File: src/rtl/core/stce_pkg.sv
// Package for the skyline to coordinate expander.
// Holds the transfer payload structs, command and status codes, and register map.
// No dependencies; used by skyline_to_coordinate_expander.
`timescale 1ns / 1ps
`default_nettype none

package stce_pkg;

    localparam int ADDR_BITS = 3;

    // Row and column positions carry one bit above the 16-bit coordinate fields.
    localparam int COORD_BITS = 16;

    // Register index, taken from paddr[2].
    localparam logic REG_DIMENSION   = 1'b0;
    localparam logic REG_MAX_ENTRIES = 1'b1;

    localparam logic CMD_INDEX = 1'b0;
    localparam logic CMD_VALUE = 1'b1;

    localparam logic [2:0] ST_ENTRY      = 3'd0;
    localparam logic [2:0] ST_RANGE      = 3'd1;
    localparam logic [2:0] ST_CAPACITY   = 3'd2;
    localparam logic [2:0] ST_UNEXPECTED = 3'd3;
    localparam logic [2:0] ST_DECREASING = 3'd4;

    typedef struct packed {
        logic        command;
        logic [63:0] word;
    } in_item_t;

    typedef struct packed {
        logic [15:0] row;
        logic [15:0] col;
        logic [63:0] value;
        logic [2:0]  status;
        logic        last;
    } out_item_t;

endpackage

`default_nettype wire

File: src/rtl/core/skyline_to_coordinate_expander.sv
// Path: an accepted item waits in the input register until the result buffer has room for
// all of its results, which are then written into the result buffer that drives out_valid.
// Throughput: one item per cycle while items give at most one result and the receiver
// keeps out_ready high; an off-diagonal entry gives two results, and the single result
// port with its three-entry result buffer then holds the input back.
// Reset: rst_n asynchronously clears the column state and entry count, empties the input
// register and result buffer, and sets dimension to 0 and max_entries to all ones.
// Top level of the skyline to coordinate expander.
// Depends on stce_pkg for payload structs, codes and the register map.
`timescale 1ns / 1ps
`default_nettype none

module skyline_to_coordinate_expander #(
    parameter int INDEX_BITS = 32
) (
    input  wire logic                        clk,
    input  wire logic                        rst_n,
    input  wire logic                        in_valid,
    output logic                             in_ready,
    input  wire stce_pkg::in_item_t          in_data,
    output logic                             out_valid,
    input  wire logic                        out_ready,
    output stce_pkg::out_item_t              out_data,
    input  wire logic                        psel,
    input  wire logic                        penable,
    input  wire logic                        pwrite,
    input  wire logic [stce_pkg::ADDR_BITS-1:0] paddr,
    input  wire logic [31:0]                 pwdata,
    output logic [31:0]                      prdata,
    output logic                             pready
);

    localparam int PW = stce_pkg::COORD_BITS + 1;

    // Configuration registers.
    logic [15:0] dimension_reg;
    logic [31:0] max_entries_reg;

    // Column walk state.
    logic                  seen_first_reg, seen_first_next;
    logic [INDEX_BITS-1:0] prev_index_reg, prev_index_next;
    logic [PW-1:0]         next_col_reg, next_col_next;
    logic [PW-1:0]         cur_col_reg, cur_col_next;
    logic [PW-1:0]         cur_row_reg, cur_row_next;
    logic [INDEX_BITS-1:0] remaining_reg, remaining_next;
    logic [31:0]           entry_count_reg, entry_count_next;

    // Input register.
    logic                 pend_valid_reg;
    stce_pkg::in_item_t   pend_reg;

    // Result buffer: three entries, head at rd_ptr_reg.
    stce_pkg::out_item_t  res_buf_reg [3];
    logic [1:0]           rd_ptr_reg, wr_ptr_reg, count_reg;
    logic [1:0]           count_next;

    logic                 in_xfer, out_xfer, proc;
    logic [1:0]           n_res;
    stce_pkg::out_item_t  res0, res1;
    logic [1:0]           wr_ptr_1;

    logic                  cfg_write;
    logic [INDEX_BITS-1:0] idx;
    logic [PW+15:0]        row_wide, col_wide, lim_wide, dim_wide;

    function automatic logic [1:0] inc3(input logic [1:0] p);
        inc3 = (p == 2'd2) ? 2'd0 : p + 2'd1;
    endfunction

    // ---------------------------------------------------------------- config port
    assign pready    = 1'b1;
    assign cfg_write = psel && penable && pwrite;

    always_comb
    begin
        case (paddr[2])
            stce_pkg::REG_DIMENSION:   prdata = {16'b0, dimension_reg};
            stce_pkg::REG_MAX_ENTRIES: prdata = max_entries_reg;
            default:                   prdata = 32'b0;
        endcase
    end

    // ---------------------------------------------------------------- item logic
    assign idx      = pend_reg.word[INDEX_BITS-1:0];
    assign row_wide = {16'b0, cur_row_reg};
    assign col_wide = {16'b0, cur_col_reg};
    assign lim_wide = {PW'(0), 16'hFFFF};
    assign dim_wide = {PW'(0), dimension_reg};

    always_comb
    begin
        logic        ok0;
        logic        ok1;
        logic [31:0] cnt1;

        seen_first_next  = seen_first_reg;
        prev_index_next  = prev_index_reg;
        next_col_next    = next_col_reg;
        cur_col_next     = cur_col_reg;
        cur_row_next     = cur_row_reg;
        remaining_next   = remaining_reg;
        entry_count_next = entry_count_reg;
        n_res            = 2'd0;
        res0             = '0;
        res1             = '0;
        ok0              = entry_count_reg < max_entries_reg;
        cnt1             = entry_count_reg + {31'b0, ok0};
        ok1              = cnt1 < max_entries_reg;

        if (pend_reg.command == stce_pkg::CMD_INDEX)
        begin
            if (!seen_first_reg)
            begin
                seen_first_next = 1'b1;
                prev_index_next = idx;
            end
            else if (idx < prev_index_reg)
            begin
                n_res       = 2'd1;
                res0.status = stce_pkg::ST_DECREASING;
            end
            else
            begin
                remaining_next  = idx - prev_index_reg;
                prev_index_next = idx;
                cur_col_next    = next_col_reg;
                cur_row_next    = next_col_reg;
                if (next_col_reg != {PW{1'b1}})
                    next_col_next = next_col_reg + PW'(1);
            end
        end
        else if (remaining_reg == '0)
        begin
            n_res       = 2'd1;
            res0.status = stce_pkg::ST_UNEXPECTED;
        end
        else
        begin
            remaining_next = remaining_reg - INDEX_BITS'(1);
            // Stepping above row 0 parks the row at all ones, which is never in range.
            if (cur_row_reg == '0 || row_wide > lim_wide)
                cur_row_next = {PW{1'b1}};
            else
                cur_row_next = cur_row_reg - PW'(1);

            if (col_wide >= dim_wide || row_wide >= dim_wide)
            begin
                n_res       = 2'd1;
                res0.status = stce_pkg::ST_RANGE;
            end
            else if (pend_reg.word[62:0] != 63'b0)
            begin
                n_res       = 2'd1;
                res0.row    = row_wide[15:0];
                res0.col    = col_wide[15:0];
                res0.value  = pend_reg.word;
                res0.status = ok0 ? stce_pkg::ST_ENTRY : stce_pkg::ST_CAPACITY;
                entry_count_next = cnt1;
                if (cur_row_reg != cur_col_reg)
                begin
                    n_res       = 2'd2;
                    res1.row    = col_wide[15:0];
                    res1.col    = row_wide[15:0];
                    res1.value  = pend_reg.word;
                    res1.status = ok1 ? stce_pkg::ST_ENTRY : stce_pkg::ST_CAPACITY;
                    entry_count_next = cnt1 + {31'b0, ok1};
                end
            end
        end

        if (n_res == 2'd1)
            res0.last = 1'b1;
        if (n_res == 2'd2)
            res1.last = 1'b1;
    end

    // An item is processed only when the buffer has room for all its results.
    assign proc     = pend_valid_reg && ({1'b0, n_res} + {1'b0, count_reg} <= 3'd3);
    assign in_ready = !pend_valid_reg || proc;
    assign in_xfer  = in_valid && in_ready;

    assign out_valid = (count_reg != 2'd0);
    assign out_data  = res_buf_reg[rd_ptr_reg];
    assign out_xfer  = out_valid && out_ready;
    assign wr_ptr_1  = inc3(wr_ptr_reg);

    always_comb
    begin
        count_next = count_reg;
        if (proc)
            count_next = count_next + n_res;
        if (out_xfer)
            count_next = count_next - 2'd1;
    end

    always_ff @(posedge clk or negedge rst_n)
    begin
        if (!rst_n)
        begin
            dimension_reg   <= '0;
            max_entries_reg <= '1;
            seen_first_reg  <= 1'b0;
            prev_index_reg  <= '0;
            next_col_reg    <= '0;
            cur_col_reg     <= '0;
            cur_row_reg     <= '0;
            remaining_reg   <= '0;
            entry_count_reg <= '0;
            pend_valid_reg  <= 1'b0;
            rd_ptr_reg      <= 2'd0;
            wr_ptr_reg      <= 2'd0;
            count_reg       <= 2'd0;
        end
        else
        begin
            if (cfg_write)
            begin
                case (paddr[2])
                    stce_pkg::REG_DIMENSION:   dimension_reg   <= pwdata[15:0];
                    stce_pkg::REG_MAX_ENTRIES: max_entries_reg <= pwdata;
                    default:                   ;
                endcase
            end
            if (proc)
            begin
                seen_first_reg  <= seen_first_next;
                prev_index_reg  <= prev_index_next;
                next_col_reg    <= next_col_next;
                cur_col_reg     <= cur_col_next;
                cur_row_reg     <= cur_row_next;
                remaining_reg   <= remaining_next;
                entry_count_reg <= entry_count_next;
                if (n_res == 2'd1)
                    wr_ptr_reg <= wr_ptr_1;
                else if (n_res == 2'd2)
                    wr_ptr_reg <= inc3(wr_ptr_1);
            end
            if (in_xfer)
                pend_valid_reg <= 1'b1;
            else if (proc)
                pend_valid_reg <= 1'b0;
            if (out_xfer)
                rd_ptr_reg <= inc3(rd_ptr_reg);
            count_reg <= count_next;
        end
    end

    always_ff @(posedge clk)
    begin
        if (in_xfer)
            pend_reg <= in_data;
        if (proc && n_res != 2'd0)
            res_buf_reg[wr_ptr_reg] <= res0;
        if (proc && n_res == 2'd2)
            res_buf_reg[wr_ptr_1] <= res1;
    end

    // ---------------------------------------------------------------- checks
    a_count_bound: assert property (@(posedge clk) disable iff (!rst_n)
        count_reg <= 2'd3)
        else $error("result buffer count out of range");

    a_ptr_order: assert property (@(posedge clk) disable iff (!rst_n)
        (count_reg == 2'd0 || count_reg == 2'd3) |-> (rd_ptr_reg == wr_ptr_reg))
        else $error("result buffer pointers disagree with count");

    a_count_monotone: assert property (@(posedge clk) disable iff (!rst_n)
        1'b1 |=> entry_count_reg >= $past(entry_count_reg))
        else $error("entry count decreased");

    a_stall_holds_item: assert property (@(posedge clk) disable iff (!rst_n)
        (pend_valid_reg && !proc) |=> (pend_valid_reg && $stable(pend_reg)))
        else $error("stalled item lost from input register");

endmodule

`default_nettype wire

File: config.mk
export PLATFORM = sky130hd
export DESIGN_NAME = skyline_to_coordinate_expander
export DESIGN_NICKNAME = d
export VERILOG_FILES = /design/src/rtl/core/stce_pkg.sv /design/src/rtl/core/skyline_to_coordinate_expander.sv
export SDC_FILE = /design/constraint.sdc
export NUM_CORES = 1
export LEC_CHECK = 0
export BUFFER_PORTS_ARGS = -buffer_cell sky130_fd_sc_hd__buf_2
export CAP_MARGIN = 20
export CORE_UTILIZATION = 60
export CTS_CLUSTER_DIAMETER = 60
export DETAILED_ROUTE_END_ITERATION = 7
export HOLD_SLACK_MARGIN = 0.15
export PLACE_DENSITY = 0.77
export SYNTH_ARGS = -nofsm -noshare
export SYNTH_HDL_FRONTEND = slang
export SYNTH_SLANG_ARGS = --single-unit
File: constraint.sdc
create_clock -name clk -period 12 [get_ports clk]
set_input_delay 3.6 -clock clk [delete_from_list [all_inputs] [get_ports clk]]
set_output_delay 3.6 -clock clk [all_outputs]
set_load 0.02 [all_outputs]
==> out/metrics.csv <==
stage,metric,value,unit
status,status,"finished, final reports clean",
layout,fillers,3809,
synth,synth_area,30900,um2
cts,numCtsBuffers,59,
power_and_ir_drop,p_sw,3.45,mW
timing,hold_violations,0,
route,wirelength,79300,um
cts,postCtsSetupBuffers,0,
synth,synthMuxAreaShare,5.44,%
synth,syn_inst,2930,
synth,syn_area_per_cell,10.5,um2
placement,dpl.hpwl,51000,um
critical_path,cp_data_arrival_time,9870,ps
synth,ys.warnings.count,0,
critical_path,end_kind,register,
global_routing,grt_pass1_wl,124000,um
critical_path,crit_fanout,11,
timing,finalSetupViolations,0,
power_and_ir_drop,peakVddDrop,0.146,mV
timing,max_slew.worst_pin.slew,1210,ps
critical_path,cp-start-kind,register,
timing,rsz0062_at_grt,no,
die,dieArea,52400,um2
synth,syn-num-nets,3178,
timing,period_needed,9360,ps
cts,clk_latency,650,ps
timing,maxSlewHeadroom,18.3,%
power_and_ir_drop,leakagePower,14.7,nW
route,first_iter_violations,2179,
layout,final_cells,3785,
synth,synth_fa_ha_area_share,5.76,%
layout,mostFrequentLayoutCells,"edfxtp_1, nand2_1, buf_2",
global_routing,grt_start_max_net_pins,112,
critical_path,slowest_stage,nor3_1,
synth,synth-main-ff-cell,edfxtp_1,
die,ios,242,
global_routing,grt_use_total,29.8,%
global_routing,grt-ovfl-total,0,
layout,drive_gt1_share,16.0,%
die,initial_core_util,61.2,%
timing,max_freq,107,MHz
die,num_rows,82,
power_and_ir_drop,power_density,243,nW/um2
synth,yosysUniqueCellTypes,87,
route,drc_errors,0,
layout,largest_register_ff_count,300,
cts,ctsLongestPathBuffers,3,
power_and_ir_drop,sw_frac_of_total,41.2,%
critical_path,critPathMaxStageDelay,890,ps
timing,fin_crit_sh,78.0,%
critical_path,r2r_setup_slack,2640,ps
layout,nets,3310,
synth,ys_ff_latch,568,
route,vias,23724,
timing,finClkSkew,25.3,ps
layout,final_area,34500,um2
power_and_ir_drop,sequentialPowerShare,38.7,%
min_path,hold_class,reg2reg,
die,core,50500,um2
power_and_ir_drop,comb_power_share,38.3,%
placement,post_dp_cell_area,32400,um2
die,die_h,229,um
route,ant_nets,0,
synth,synthXorXnorAreaFrac,3.40,%
global_routing,antenna_found_initial,3,
critical_path,worstPathRequired,12510,ps
power_and_ir_drop,p_clk_share,23.0,%
die,die-width,229,um
synth,synth-async-reset-ratio,35.7,%
cts,cts-root-buf,clkbuf_16,
timing,drv_slew,0,
placement,dp.cells,3673,
placement,dpl_worst_slack,2860,ps
placement,gp_congestion,0.900,
placement,port_buffers,238,
cts,cts_sinks,568,
layout,final_common_cell,edfxtp_1,
synth,synth-simple-area-share,16.6,%
cts,cts_tree,built,
cts,cts_hold_buf,0,
synth,synth_compound_area_share,12.8,%
critical_path,cp_common_cell,ha_1,
power_and_ir_drop,p_total,8.38,mW
power_and_ir_drop,intPower,4.93,mW
timing,fin_tns_setup,0,ps
timing,fin_ws,2640,ps
synth,synth_top_family_by_area,simple AND/OR/NAND/NOR gates,
route,wire_per_inst,21.0,um
cts,htreeDepth,2,
synth,ys_seq_area_share,51.9,%
synth,synth_edf_count,359,
cts,clk_pin_slew,70,ps
layout,synthToLayoutAreaGrowth,11.6,%
route,first_pass_iters,5,
route,vias_per_cell,6.27,
cts,postCtsResizedCells,0,
flow_run,drv_cap,0,
critical_path,worstSetupPathType,reg2reg,
global_routing,grt_pass1_vias,23300,
[cell usage after synthesis (38+ instances only)]
master | instances | area, um2
edfxtp_1 | 359 | 10800
nand2_1 | 314 | 1180
o21ai_0 | 235 | 1180
and3_1 | 211 | 1320
dfrtp_1 | 171 | 4280
clkbuf_1 | 156 | 586
ha_1 | 139 | 1740
nor2_1 | 131 | 492
inv_1 | 128 | 480
mux2i_1 | 106 | 1060
a21oi_1 | 104 | 521
a22o_1 | 91 | 797
xnor2_1 | 73 | 639
nand3_1 | 65 | 325
nor3_1 | 57 | 285
mux2_2 | 55 | 619
nand4_1 | 47 | 294
xor2_1 | 47 | 412
a21o_1 | 41 | 308
and2_1 | 38 | 238
[worst max-delay path, delay by kind of cell, from the launching register on]
| kind | cells | cell delay (ps) |
|---|---|---|
| AO/OA/AOI/OAI | 9 | 2820 |
| AND/OR/NAND/NOR | 11 | 3510 |
| XOR/XNOR | 2 | 430 |
| adder cells (fa/ha/maj) | 6 | 1840 |
| buffers and inverters | 1 | 70 |
| flip-flops | 1 | 540 |
[layer usage]
layer	track usage, %	vias up	wire length, um
li1	-	10978	-
met1	39.2	11585	32100
met2	50.3	960	38800
met3	4.13	197	5580
met4	11.1	4	2790
met5	0	-	27
[final cells by class]
type,count,area (um2),area share [%]
Tap cell,672,841,2.44
Sequential cell,568,16000,46.5
Multi-Input combinational cell,2040,13700,39.7
Clock buffer,67,1550,4.49
Antenna cell,1,2.50,0.00726
Inverter,128,483,1.40
Clock inverter,44,495,1.44
Timing Repair Buffer,265,1400,4.07
[power groups by stage]
| stage | Clock, mW | Combinational [mW] | Sequential [mW] |
|---|---|---|---|
| floorplan | 0 | 2.44 | 2.97 |
| global placement | 0 | 3.09 | 3.22 |
| detailed placement | 0 | 3.19 | 3.26 |
| CTS | 1.94 | 3.21 | 3.23 |
| global route | 2.02 | 3.51 | 3.30 |
| finish | 1.93 | 3.21 | 3.24 |
[worst paths after layout]
| path | start | to | cells past startpoint |
|---|---|---|---|
| max | max_entries_reg[14] | entry_count_reg[24] | 29 |
| min | res_buf_reg[1][3] | res_buf_reg[1][3] | 2 |
| max reg2reg | max_entries_reg[14] | entry_count_reg[24] | 29 |
| min reg2reg | res_buf_reg[1][3] | res_buf_reg[1][3] | 2 |
| max in group asynchronous | rst_n | rd_ptr_reg[0] | 2 |
| min in group asynchronous | rst_n | dimension_reg[15] | 1 |
[cell families after synthesis]
logic type      Yosys count
simple gates           1001
flops                   568
other cells               1
buf+inv                 322
compound gates          616
xor+xnor                120
fa+ha+maj               141
mux                     161
[through the flow]
stage / utilization [%] / hold WS, ps
global placement: 64.2 / 437
global route: 68.3 / 477
CTS: 68.3 / 458
floorplan: - / 425
detailed placement: 64.2 / 443
finish: 68.3 / 457
No activity file was read; power rests on OpenSTA's default activity.
